===== src/sv/fpi_pkg.sv =====
// Types, constants and helpers for the format string integer printer.
package fpi_pkg;

    localparam int ARG_W       = 32;
    localparam int CHAR_W      = 8;
    localparam int CFG_W       = 11;
    localparam int CNT_W       = 10;
    localparam int S_TDATA_W   = 40;
    localparam int M_TDATA_W   = 8;
    localparam int MAX_DIGITS  = 10;
    localparam int DIG_IDX_W   = $clog2(MAX_DIGITS);
    localparam int QDEPTH      = 2;
    localparam int QPTR_W      = $clog2(QDEPTH);
    localparam int RECIP_SHIFT = 35;

    localparam logic [ARG_W-1:0]  RECIP10      = 32'hCCCC_CCCD;
    localparam logic [CFG_W-1:0]  MAXLEN_RESET = 11'd256;
    localparam logic [CFG_W-1:0]  MAXLEN_TOP   = 11'd1024;

    localparam logic [CHAR_W-1:0] CH_PERCENT = 8'h25;
    localparam logic [CHAR_W-1:0] CH_D       = 8'h64;
    localparam logic [CHAR_W-1:0] CH_X       = 8'h78;
    localparam logic [CHAR_W-1:0] CH_MINUS   = 8'h2D;
    localparam logic [CHAR_W-1:0] CH_NUL     = 8'h00;

    typedef enum logic [1:0] {
        K_CHAR,
        K_DEC,
        K_HEX,
        K_END
    } kind_t;

    typedef struct packed {
        kind_t             kind;
        logic [CHAR_W-1:0] ch;
        logic [ARG_W-1:0]  arg;
    } cmd_t;

    typedef enum logic [2:0] {
        B_IDLE,
        B_MUL,
        B_DIV,
        B_SIGN,
        B_DIGIT,
        B_CHAR,
        B_TERM
    } back_state_t;

    function automatic logic [CHAR_W-1:0] hex_char(input logic [3:0] d);
        logic [CHAR_W-1:0] base;
        base = (d < 4'd10) ? 8'h30 : 8'h57;
        return base + {4'h0, d};
    endfunction

endpackage


===== src/sv/format_string_integer_printer.sv =====
// Top level of the format string integer printer (%d and %x conversions).
// A plain or end item passes through the queue and the CHAR or TERM state to the output register.
// A conversion runs MUL, then DIV once per digit, then SIGN for a negative %d, then DIGIT per char.
// The engine takes a queued item only in its IDLE state, one item at a time; a stalled output holds it.
// Reset: synchronous active-low aresetn clears the queue, armed percent, count; max_length=256.
module format_string_integer_printer
    import fpi_pkg::*;
(
    input  logic                 aclk,
    input  logic                 aresetn,
    input  logic                 cfg_valid,
    output logic                 cfg_ready,
    input  logic [CFG_W-1:0]     cfg_data,   // max_length
    input  logic                 s_tvalid,
    output logic                 s_tready,
    input  logic [S_TDATA_W-1:0] s_tdata,    // [7:0] fmt_char, [39:8] arg_value
    input  logic                 s_tlast,
    output logic                 m_tvalid,
    input  logic                 m_tready,
    output logic [M_TDATA_W-1:0] m_tdata,    // [7:0] out_char
    output logic                 m_tuser,    // [0] is_terminator
    output logic                 m_tlast
);

    logic q_full;
    logic q_push;
    cmd_t q_in_cmd;
    logic q_valid;
    logic q_ready;
    cmd_t q_out_cmd;

    assign cfg_ready = 1'b1;

    fpi_front u_front (
        .aclk     (aclk),
        .aresetn  (aresetn),
        .s_tvalid (s_tvalid),
        .s_tready (s_tready),
        .s_tdata  (s_tdata),
        .s_tlast  (s_tlast),
        .q_full   (q_full),
        .q_push   (q_push),
        .q_cmd    (q_in_cmd)
    );

    fpi_queue u_queue (
        .aclk      (aclk),
        .aresetn   (aresetn),
        .in_valid  (q_push),
        .in_cmd    (q_in_cmd),
        .full      (q_full),
        .out_valid (q_valid),
        .out_ready (q_ready),
        .out_cmd   (q_out_cmd)
    );

    fpi_back u_back (
        .aclk      (aclk),
        .aresetn   (aresetn),
        .cfg_valid (cfg_valid && cfg_ready),
        .cfg_data  (cfg_data),
        .q_valid   (q_valid),
        .q_ready   (q_ready),
        .q_cmd     (q_out_cmd),
        .m_tvalid  (m_tvalid),
        .m_tready  (m_tready),
        .m_tdata   (m_tdata),
        .m_tuser   (m_tuser),
        .m_tlast   (m_tlast)
    );

endmodule


===== src/sv/fpi_queue.sv =====
// Short command queue between the classifier and the output engine.
module fpi_queue
    import fpi_pkg::*;
(
    input  logic aclk,
    input  logic aresetn,
    input  logic in_valid,
    input  cmd_t in_cmd,
    output logic full,
    output logic out_valid,
    input  logic out_ready,
    output cmd_t out_cmd
);

    cmd_t              mem_reg [QDEPTH];
    logic [QPTR_W-1:0] wr_ptr_reg;
    logic [QPTR_W-1:0] rd_ptr_reg;
    logic [QPTR_W:0]   count_reg;
    logic              push;
    logic              pop;

    assign full      = (count_reg == (QPTR_W+1)'(QDEPTH));
    assign out_valid = (count_reg != '0);
    assign out_cmd   = mem_reg[rd_ptr_reg];
    assign push      = in_valid && !full;
    assign pop       = out_valid && out_ready;

    always_ff @(posedge aclk) begin
        if (!aresetn) begin
            wr_ptr_reg <= '0;
            rd_ptr_reg <= '0;
            count_reg  <= '0;
        end else begin
            if (push) begin
                wr_ptr_reg <= (wr_ptr_reg == QPTR_W'(QDEPTH - 1)) ? '0 : wr_ptr_reg + 1'b1;
            end
            if (pop) begin
                rd_ptr_reg <= (rd_ptr_reg == QPTR_W'(QDEPTH - 1)) ? '0 : rd_ptr_reg + 1'b1;
            end
            unique case ({push, pop})
                2'b10:   count_reg <= count_reg + 1'b1;
                2'b01:   count_reg <= count_reg - 1'b1;
                default: count_reg <= count_reg;
            endcase
        end
    end

    always_ff @(posedge aclk) begin
        if (push) begin
            mem_reg[wr_ptr_reg] <= in_cmd;
        end
    end

endmodule


===== src/sv/fpi_front.sv =====
// Input classifier: tracks the armed percent and queues printable work.
module fpi_front
    import fpi_pkg::*;
(
    input  logic                 aclk,
    input  logic                 aresetn,
    input  logic                 s_tvalid,
    output logic                 s_tready,
    input  logic [S_TDATA_W-1:0] s_tdata,
    input  logic                 s_tlast,
    input  logic                 q_full,
    output logic                 q_push,
    output cmd_t                 q_cmd
);

    logic              pend_reg;
    logic              pend_next;
    logic              accept;
    logic [CHAR_W-1:0] ch;

    assign s_tready = !q_full;
    assign accept   = s_tvalid && s_tready;
    assign ch       = s_tdata[CHAR_W-1:0];

    always_comb begin
        pend_next  = pend_reg;
        q_push     = 1'b0;
        q_cmd.kind = K_CHAR;
        q_cmd.ch   = ch;
        q_cmd.arg  = s_tdata[CHAR_W +: ARG_W];
        if (accept) begin
            priority if (s_tlast) begin
                q_push     = 1'b1;
                q_cmd.kind = K_END;
                pend_next  = 1'b0;
            end else if (pend_reg && ch == CH_D) begin
                q_push     = 1'b1;
                q_cmd.kind = K_DEC;
                pend_next  = 1'b0;
            end else if (pend_reg && ch == CH_X) begin
                q_push     = 1'b1;
                q_cmd.kind = K_HEX;
                pend_next  = 1'b0;
            end else if (ch == CH_PERCENT) begin
                pend_next  = 1'b1;
            end else begin
                q_push     = 1'b1;
                q_cmd.kind = K_CHAR;
                pend_next  = 1'b0;
            end
        end
    end

    always_ff @(posedge aclk) begin
        if (!aresetn) begin
            pend_reg <= 1'b0;
        end else begin
            pend_reg <= pend_next;
        end
    end

endmodule


===== src/sv/fpi_back.sv =====
// Output engine: digit generation, length limit and result register.
module fpi_back
    import fpi_pkg::*;
(
    input  logic                 aclk,
    input  logic                 aresetn,
    input  logic                 cfg_valid,
    input  logic [CFG_W-1:0]     cfg_data,
    input  logic                 q_valid,
    output logic                 q_ready,
    input  cmd_t                 q_cmd,
    output logic                 m_tvalid,
    input  logic                 m_tready,
    output logic [M_TDATA_W-1:0] m_tdata,
    output logic                 m_tuser,
    output logic                 m_tlast
);

    back_state_t          state_reg, state_next;
    logic [CFG_W-1:0]     maxlen_reg;
    logic [CNT_W-1:0]     cnt_reg, cnt_next;
    logic [ARG_W-1:0]     cur_reg, cur_next;
    logic [2*ARG_W-1:0]   prod_reg, prod_next;
    logic                 dec_reg, dec_next;
    logic                 neg_reg, neg_next;
    logic [CHAR_W-1:0]    char_reg, char_next;
    logic [3:0]           dig_reg [MAX_DIGITS];
    logic [DIG_IDX_W-1:0] ndig_reg, ndig_next;
    logic [DIG_IDX_W-1:0] idx_reg, idx_next;
    logic                 dig_we;
    logic                 out_valid_reg, out_valid_next;
    logic [CHAR_W-1:0]    out_char_reg, out_char_next;
    logic                 out_term_reg, out_term_next;
    logic                 out_last_reg, out_last_next;

    logic [CNT_W-1:0]     limit;
    logic [CFG_W-1:0]     maxlen_m1;
    logic                 full;
    logic                 at_lim;
    logic                 out_free;
    logic                 pop;
    logic                 arg_neg;
    logic [ARG_W-1:0]     q_val;
    logic [ARG_W-1:0]     q10;
    logic [3:0]           rem;
    logic [ARG_W-1:0]     mul_in;

    assign maxlen_m1 = maxlen_reg - 1'b1;
    always_comb begin
        priority if (maxlen_reg == '0) begin
            limit = '0;
        end else if (maxlen_reg > MAXLEN_TOP) begin
            limit = '1;
        end else begin
            limit = maxlen_m1[CNT_W-1:0];
        end
    end

    assign full     = (cnt_reg >= limit);
    assign at_lim   = (({1'b0, cnt_reg} + 1'b1) >= {1'b0, limit});
    assign out_free = !out_valid_reg || m_tready;
    assign q_ready  = (state_reg == B_IDLE);
    assign pop      = q_valid && q_ready;
    assign arg_neg  = (q_cmd.kind == K_DEC) && q_cmd.arg[ARG_W-1];

    assign q_val  = dec_reg ? ARG_W'(prod_reg[2*ARG_W-1:RECIP_SHIFT]) : (cur_reg >> 4);
    assign q10    = (q_val << 3) + (q_val << 1);
    assign rem    = dec_reg ? (cur_reg[3:0] - q10[3:0]) : cur_reg[3:0];
    assign mul_in = (state_reg == B_MUL) ? cur_reg : q_val;
    assign prod_next = {{ARG_W{1'b0}}, mul_in} * {{ARG_W{1'b0}}, RECIP10};

    always_comb begin
        state_next = state_reg;
        unique case (state_reg)
            B_IDLE: begin
                if (q_valid) begin
                    unique case (q_cmd.kind)
                        K_CHAR: state_next = B_CHAR;
                        K_END:  state_next = B_TERM;
                        K_DEC:  state_next = B_MUL;
                        K_HEX:  state_next = B_MUL;
                    endcase
                end
            end
            B_MUL: state_next = B_DIV;
            B_DIV: begin
                if (q_val == '0) begin
                    state_next = neg_reg ? B_SIGN : B_DIGIT;
                end
            end
            B_SIGN: begin
                if (full) begin
                    state_next = B_IDLE;
                end else if (out_free) begin
                    state_next = B_DIGIT;
                end
            end
            B_DIGIT: begin
                if (full || (out_free && idx_reg == '0)) begin
                    state_next = B_IDLE;
                end
            end
            B_CHAR: begin
                if (full || out_free) begin
                    state_next = B_IDLE;
                end
            end
            B_TERM: begin
                if (out_free) begin
                    state_next = B_IDLE;
                end
            end
        endcase
    end

    always_comb begin
        cnt_next       = cnt_reg;
        cur_next       = cur_reg;
        dec_next       = dec_reg;
        neg_next       = neg_reg;
        char_next      = char_reg;
        ndig_next      = ndig_reg;
        idx_next       = idx_reg;
        dig_we         = 1'b0;
        out_char_next  = out_char_reg;
        out_term_next  = out_term_reg;
        out_last_next  = out_last_reg;
        out_valid_next = m_tready ? 1'b0 : out_valid_reg;
        unique case (state_reg)
            B_IDLE: begin
                if (pop) begin
                    char_next = q_cmd.ch;
                    dec_next  = (q_cmd.kind == K_DEC);
                    neg_next  = arg_neg;
                    cur_next  = arg_neg ? (~q_cmd.arg + 1'b1) : q_cmd.arg;
                end
            end
            B_MUL: begin
                ndig_next = '0;
            end
            B_DIV: begin
                dig_we    = 1'b1;
                cur_next  = q_val;
                ndig_next = ndig_reg + 1'b1;
                idx_next  = ndig_reg;
            end
            B_SIGN: begin
                if (!full && out_free) begin
                    out_valid_next = 1'b1;
                    out_char_next  = CH_MINUS;
                    out_term_next  = 1'b0;
                    out_last_next  = at_lim;
                    cnt_next       = cnt_reg + 1'b1;
                end
            end
            B_DIGIT: begin
                if (!full && out_free) begin
                    out_valid_next = 1'b1;
                    out_char_next  = hex_char(dig_reg[idx_reg]);
                    out_term_next  = 1'b0;
                    out_last_next  = at_lim || (idx_reg == '0);
                    cnt_next       = cnt_reg + 1'b1;
                    idx_next       = idx_reg - 1'b1;
                end
            end
            B_CHAR: begin
                if (!full && out_free) begin
                    out_valid_next = 1'b1;
                    out_char_next  = char_reg;
                    out_term_next  = 1'b0;
                    out_last_next  = 1'b1;
                    cnt_next       = cnt_reg + 1'b1;
                end
            end
            B_TERM: begin
                if (out_free) begin
                    out_valid_next = 1'b1;
                    out_char_next  = CH_NUL;
                    out_term_next  = 1'b1;
                    out_last_next  = 1'b1;
                    cnt_next       = '0;
                end
            end
        endcase
    end

    always_ff @(posedge aclk) begin
        if (!aresetn) begin
            state_reg     <= B_IDLE;
            maxlen_reg    <= MAXLEN_RESET;
            cnt_reg       <= '0;
            out_valid_reg <= 1'b0;
        end else begin
            state_reg     <= state_next;
            cnt_reg       <= cnt_next;
            out_valid_reg <= out_valid_next;
            if (cfg_valid) begin
                maxlen_reg <= cfg_data;
            end
        end
    end

    always_ff @(posedge aclk) begin
        cur_reg      <= cur_next;
        prod_reg     <= prod_next;
        dec_reg      <= dec_next;
        neg_reg      <= neg_next;
        char_reg     <= char_next;
        ndig_reg     <= ndig_next;
        idx_reg      <= idx_next;
        out_char_reg <= out_char_next;
        out_term_reg <= out_term_next;
        out_last_reg <= out_last_next;
        if (dig_we) begin
            dig_reg[ndig_reg] <= rem;
        end
    end

    assign m_tvalid = out_valid_reg;
    assign m_tdata  = out_char_reg;
    assign m_tuser  = out_term_reg;
    assign m_tlast  = out_last_reg;

endmodule


===== config.mk =====
export PLATFORM = sky130hd
export DESIGN_NAME = format_string_integer_printer
export DESIGN_NICKNAME = d
export VERILOG_FILES = /design/src/sv/fpi_pkg.sv /design/src/sv/format_string_integer_printer.sv /design/src/sv/fpi_queue.sv /design/src/sv/fpi_front.sv /design/src/sv/fpi_back.sv
export SDC_FILE = /design/constraint.sdc
export NUM_CORES = 2
export LEC_CHECK = 0
export BUFFER_PORTS_ARGS = -buffer_cell sky130_fd_sc_hd__buf_2
export CORE_MARGIN = 5
export CORE_UTILIZATION = 62
export CTS_BUF_LIST = sky130_fd_sc_hd__clkbuf_4 sky130_fd_sc_hd__clkbuf_8 sky130_fd_sc_hd__clkbuf_16
export CTS_CLUSTER_DIAMETER = 200
export DETAILED_ROUTE_END_ITERATION = 6
export GPL_TIMING_DRIVEN = 0
export PLACE_DENSITY = 0.88
export SYNTH_ARGS = -nofsm -noshare
export SYNTH_HDL_FRONTEND = slang
export SYNTH_SLANG_ARGS = --single-unit

===== constraint.sdc =====
create_clock -name aclk -period 10.18 [get_ports aclk]
set_input_delay 0.509 -clock aclk [delete_from_list [all_inputs] [get_ports aclk]]
set_output_delay 0.509 -clock aclk [all_outputs]
set_load 0.02 [all_outputs]

# Word level (Yosys, flattened, before mapping)
# Memory sizes are Yosys's and may differ from the RTL's. A register that Yosys moved wholly into a read port is not among the register bits.
# Cells that the tools add are included.
[totals] in_bits=57 n_memories=2 output_inout_bits=13 ff_bits=154 elab_cells=165 mem_bits_rw=124
[mem_list] memory="u_queue.mem_reg" words=2 width=42 read_ports=1 rd_ports_with_merged_regs=1 write_ports=1 line="fpi_queue.sv:15" source="cmd_t mem_reg [QDEPTH];"
[mem_list] memory="u_back.dig_reg" words=10 width=4 read_ports=1 rd_ports_with_merged_regs=1 write_ports=1 line="fpi_back.sv:27" source="logic [3:0] dig_reg [MAX_DIGITS];"
[classes] n_addsub=13 n_eq_ne=26 bitwise=1 n_reduce_logical=35 mul=1 muxes=65 order_cmp=4
[ops] operator="$mux 32" n=3
[ops] operator="$mul 32x32->64 const B" n=1
[ops] operator="$pmux 32 s2" n=1
[ops] operator="$mux 10" n=4
[ops] operator="$add 32x1->32 const B" n=1
[ops] operator="$logic_not 32->1" n=1
[ops] operator="$mux 8" n=4
[ops] operator="$not 32->32" n=1
[ops] operator="$pmux 8 s4" n=1
[ops] operator="$mux 29" n=1
[ops] operator="$mux 1" n=26
[ops] operator="$mux 3" n=8
[ops] operator="$pmux 3 s7" n=1
[ops] operator="$pmux 10 s2" n=1
[ops] operator="$ne 2x1->1 const B" n=9
[ops] operator="$eq 8x7->1 const B" n=2
[ops] operator="$pmux 4 s2" n=2
[ops] operator="$mux 4" n=3
[ops] operator="$reduce_bool 2->1" n=6
[ops] operator="$add 10x1->11 const B" n=1
[ops] operator="$ge 11x10->1" n=1
[ops] operator="$gt 11x11->1 const B" n=1
[ops] operator="$logic_not 11->1" n=1
[ops] operator="$add 10x1->10 const B" n=1
[ops] operator="other kinds (38)" n=64

# Depth between registers and ports, before layout
[logic_depth] ltp_word=9 mapped_depth=34 depth_no_buf=29

# Hierarchy
# Synthesis repeated with hierarchy kept, for this count alone.
[hier_totals] cells_unflattened=2788 area_unflattened_um2=29196.8
[by_module_without_submodules] mod="fpi_back" cells_per_inst=2572 area_per_inst_um2=25486.9 n_inst=1 seq_area_each_um2=4164.0
[by_module_without_submodules] mod="fpi_queue" cells_per_inst=157 area_per_inst_um2=3258.1 n_inst=1 seq_area_each_um2=2622.5
[by_module_without_submodules] mod="fpi_front" cells_per_inst=57 area_per_inst_um2=440.4 n_inst=1 seq_area_each_um2=20.0
[by_module_without_submodules] mod="format_string_integer_printer" cells_per_inst=2 area_per_inst_um2=11.3 n_inst=1 seq_area_each_um2=0.0

# Worst setup path after synthesis
# OpenSTA, ideal clock, no wires.
[synth_path] kind="reg-to-reg" from="register u_back.state_reg[0]" to="register u_back.prod_reg[56]" t_required_ns=10.062 setup_time_ns=0.118 path_stages_with_launch=33 period_less_slack_ns=7.930 slack_ns=2.250 n_path_buf=5 arrival_ns=7.811 cell_sequence="dfxtp_1 buf_4 or3b_1 buf_6 clkbuf_1 clkbuf_1 buf_1 nor2_1 a21oi_1 ha_1 inv_1 fa_1 inv_1 fa_1 inv_1 fa_1 inv_1 fa_1 fa_1 fa_1 inv_1 fa_1 inv_1 ha_1 o21ai_1 nor2_1 a221oi_2 a21oi_1 nor4_2 a21oi_4 a31oi_4 o21ai_1 xnor2_1"
[synth_between] elab_chain_cells=3
[synth_rtl] element="start, declared" line="fpi_back.sv:19" source="back_state_t state_reg, state_next;"
[synth_rtl] element="start signal, assigned" line="fpi_back.sv:194" source="state_reg <= state_next;"
[synth_rtl] element="$eq 3x1->1" line="fpi_back.sv:69" source="assign mul_in = (state_reg == B_MUL) ? cur_reg : q_val;"
[synth_rtl] element="$mux 32" line="fpi_back.sv:69"
[synth_rtl] element="$mul 32x32->64" line="fpi_back.sv:70" source="assign prod_next = {{ARG_W{1'b0}}, mul_in} * {{ARG_W{1'b0}}, RECIP10};"
[synth_rtl] element="net u_back.prod_next[56]" line="fpi_back.sv:23" source="logic [2*ARG_W-1:0] prod_reg, prod_next;"
[synth_rtl] element="end signal, assigned" line="fpi_back.sv:205" source="prod_reg <= prod_next;"
[synth_rtl] element="end, declared" line="fpi_back.sv:23"
# The timed path passes the listed nets, and every way through them passes these cells.
# A chain may end at the register's enable or synchronous reset.

# Worst setup path after layout
[layout_path] from="register u_back.state_reg[1]" to="register u_back.prod_reg[61]"
# The elaborated chain is that of the path after synthesis.

==> metrics.md <==
| Metric | Value |
|---|---|
| Die area | `51300 um2` |
| Area of the core | `approximately 46000 um2` |
| Required time of the critical path | `approximately 11 ns` |
| Worst path bufs/invs | `11` |
| Post-synth EDFFs | `between 150 and 200` |
| Port bufs | `slightly below 70` |
| Crit-path slowest cell | `o21ai_0` |
| Worst hold stages | `1` |
| CTS Sinks | `about 250` |
| Final setup violation count | `0` |
| Worst rel slew slack | `0.0982` |
| # hold bufs at CTS | `0` |
| Clock Tree Root | `clkbuf_16` |
| # Post-CTS Setup Buffers | `0` |
| Worst reg2reg setup slack | `~0.45 ns` |
| Worst path depth | `31` |
| Synth Register Bits | `between 200 and 250` |
| Fmax | `around 0.1 GHz` |
| Post-synthesis average cell area | `about 10 um2` |
| Setup CP Type | `flop to flop` |
| Placed cells | `about 3.5k` |
| Startpoint Class | `flop` |
| Std-Cell Rows | `about 80` |
| H-tree Lvls | `1` |
| Fin cells | `3495` |
| Max reg flops | `84` |
| Post-Layout Inst Area | `31000 um2` |
| Drt initial violations | `between 1.5k and 2k` |
| Endpoint, Worst Hold | `u_queue.mem_reg[1][1]` |
| Dpl ws | `between 0.09 and 0.1 ns` |
| Global placement routability congestion | `about 1` |
| Share of cells above drive strength 1 | `0.0755` |
| Global-route wire length before repair | `roughly 120000 um` |
| Final WS setup | `about 0.45 ns` |
| Antenna viol nets, final | `0` |
| RSZ-0062 raised after global routing | `false` |
| Worst Skew | `0.0280 ns` |
| Worst slew pin tran | `1.35 ns` |
| # Max-Cap Violations | `0` |
| Longest Clk Path Bufs | `3` |
| RR Endpoint | `u_back.prod_reg[61]` |
| Synth area leaders | `fa_1 (27%), edfxtp_1 (19%), ha_1 (16%)` |
| Status | `complete, no violations` |
| DR DRC count | `0` |
| Worst setup EP type | `flop` |
| Synth area leader | `fa_1` |
| WL/cell | `approximately 23 um` |
| Count of different cell masters after synthesis | `85` |
| Area Overhead vs Synth | `6.79%` |
| DP Area | `~30000 um2` |
| Hold Path Origin | `s_tdata[9]` |
| Initial Util | `0.626` |
| Ys Warns | `0` |
| Drt first pass iters | `5` |
| Max incr delay on CP | `1.01 ns` |
| Number of global-route vias before repair | `22.3k` |
| R2R depth | `31` |
| Maximum number of pins on one net before global-route repair | `36` |
| CTS tree | `done` |
| Post-synthesis sequential area ratio | `0.234` |
| Antenna cells | `0` |
| Ratio of final minimum period to clock period | `0.955` |
| Clock Latency Late Sink | `about 0.54 ns` |
| GRT Max-Usage Layer | `met2` |
| Grt met1 use | `0.411` |
| Die extent in y | `roughly 230 um` |
| Io pins | `70` |
| Final layout net count | `between 3k and 4k` |
| CTS clk-pin slew, worst paths | `around 0.070 ns` |
| Total Neg Setup Slack | `0 ns` |
| Routed vias | `roughly 21k` |
| Gate Count Post-Synth | `2776` |
| Via/cell ratio | `between 5 and 6` |
| CP top delay family | `adder cells` |
| Final hold violations | `0` |
| Max Slew Vio Count | `0` |
| Num CTS Buffers | `23` |
| Min cycle time layout | `9.73 ns` |
| Async S/R FF share, synth | `0` |
| Cell mode on critical path | `inv_1` |
| Gr usage total | `0.316` |
| Total gr overflow | `0` |
| Max FO, Critical Path | `10` |
| Worst Hold Class | `input pin to flop` |
| Data arrival, critical path | `approximately 10 ns` |
| GR Layer Usage met2 | `0.536` |
| Die width | `around 230 um` |
| Post-Syn Nets | `around 3.6k` |
| Ys flop type | `edfxtp_1` |
| Mapped cell area | `approximately 29000 um2` |
| R2R Path Start | `u_back.state_reg[1]` |
| Routing usage on met3 | `0.0451` |
| Total wire length | `around 79000 um` |
| Initial antenna violation count | `0` |
| Share of the synthesized area in the top cell type | `0.267` |
| DP Wirelength | `about 67000 um` |
==> layer usage <==
layer	vias up	share of wire
li1	9316	-
met2	952	0.49
met1	10400	0.39
met5	-	0
met3	225	0.072
met4	0	0.056
==> worst max path at each step <==
stage                   startpoint                  end  slack (ns)
2_1_floorplan  u_back.state_reg[0]  u_back.prod_reg[56]        2.25
3_3_place_gp   u_back.state_reg[0]  u_back.prod_reg[47]        0.10
3_5_place_dp   u_back.state_reg[1]  u_back.prod_reg[61]        0.09
4_1_cts        u_back.state_reg[1]  u_back.prod_reg[61]        0.02
5_1_grt        u_back.state_reg[1]  u_back.prod_reg[61]        0.06
6_report       u_back.state_reg[1]  u_back.prod_reg[61]        0.45
==> worst reg2reg max path: cells and delay by family, from the launching register on <==
| kind | cells | cell delay (ns) |
|---|---|---|
| AO/OA/AOI/OAI | 7 | 2.53 |
| AND/OR/NAND/NOR | 3 | 0.87 |
| buffers and inverters | 11 | 1.45 |
| XOR/XNOR | 1 | 0.16 |
| flip-flops | 1 | 0.29 |
| adder cells (fa/ha/maj) | 9 | 4.33 |
==> timing repair <==
action                     in CTS  in global routing
gates resized for setup         0                 16
setup endpoints to repair       0                 23
hold endpoints to repair        0                  0
==> cell usage in the layout (no fill, tap or decap), types with 30 or more instances in the layout <==
| cell | n |
|---|---|
| buf_2 | 85 |
| nor2_1 | 109 |
| mux2i_1 | 78 |
| a21o_1 | 43 |
| clkbuf_1 | 30 |
| fa_1 | 388 |
| xor2_1 | 57 |
| inv_1 | 607 |
| nand2_1 | 107 |
| a21oi_1 | 159 |
| o21ai_0 | 70 |
| xnor2_1 | 72 |
| dfxtp_1 | 64 |
| ha_1 | 382 |
| edfxtp_1 | 184 |
==> synthesized netlist by cell type, types with 57 or more instances <==
library cell  count
xnor2_1          72
o21ai_0          72
ha_1            382
xor2_1           57
mux2i_1          78
fa_1            388
inv_1           607
dfxtp_1          64
edfxtp_1        184
a21oi_1         165
nand2_1         107
nor2_1          111
==> cell type report <==
class / instances / area, um2
Timing Repair Buffer: 70 / 380
Clock inverter: 11 / 121
Inverter: 608 / 2280
Clock buffer: 31 / 654
Multi-Input combinational cell: 1856 / 19700
Fill cell: 3437 / 15400
Buffer: 64 / 322
Tap cell: 607 / 759
Sequential cell: 248 / 6810
==> metrics by stage <==
stage	utilization	hold WS, ns
final	0.668	0.171
after global routing	0.668	0.153
after CTS	0.667	0.151
after detailed placement	0.651	0.492
after global placement	0.649	0.485
after floorplan	-	0.456
==> cells by family (layout without fill, tap and decap cells) <==
group	count (synthesis)	in the layout	synth area share
adders and majority gates	770	770	0.432
buffers and inverters	672	784	0.0894
and+or+nand+nor	441	441	0.0766
AOI/OAI and AO/OA	404	404	0.0863
DFF	248	248	0.234
xor gates and xnor gates	129	129	0.0389
muxes	111	111	0.0429
other	1	1	0.000129
Power is not shown: default switching activity piles up to over one toggle a cycle in this logic, so the estimate is an artifact.
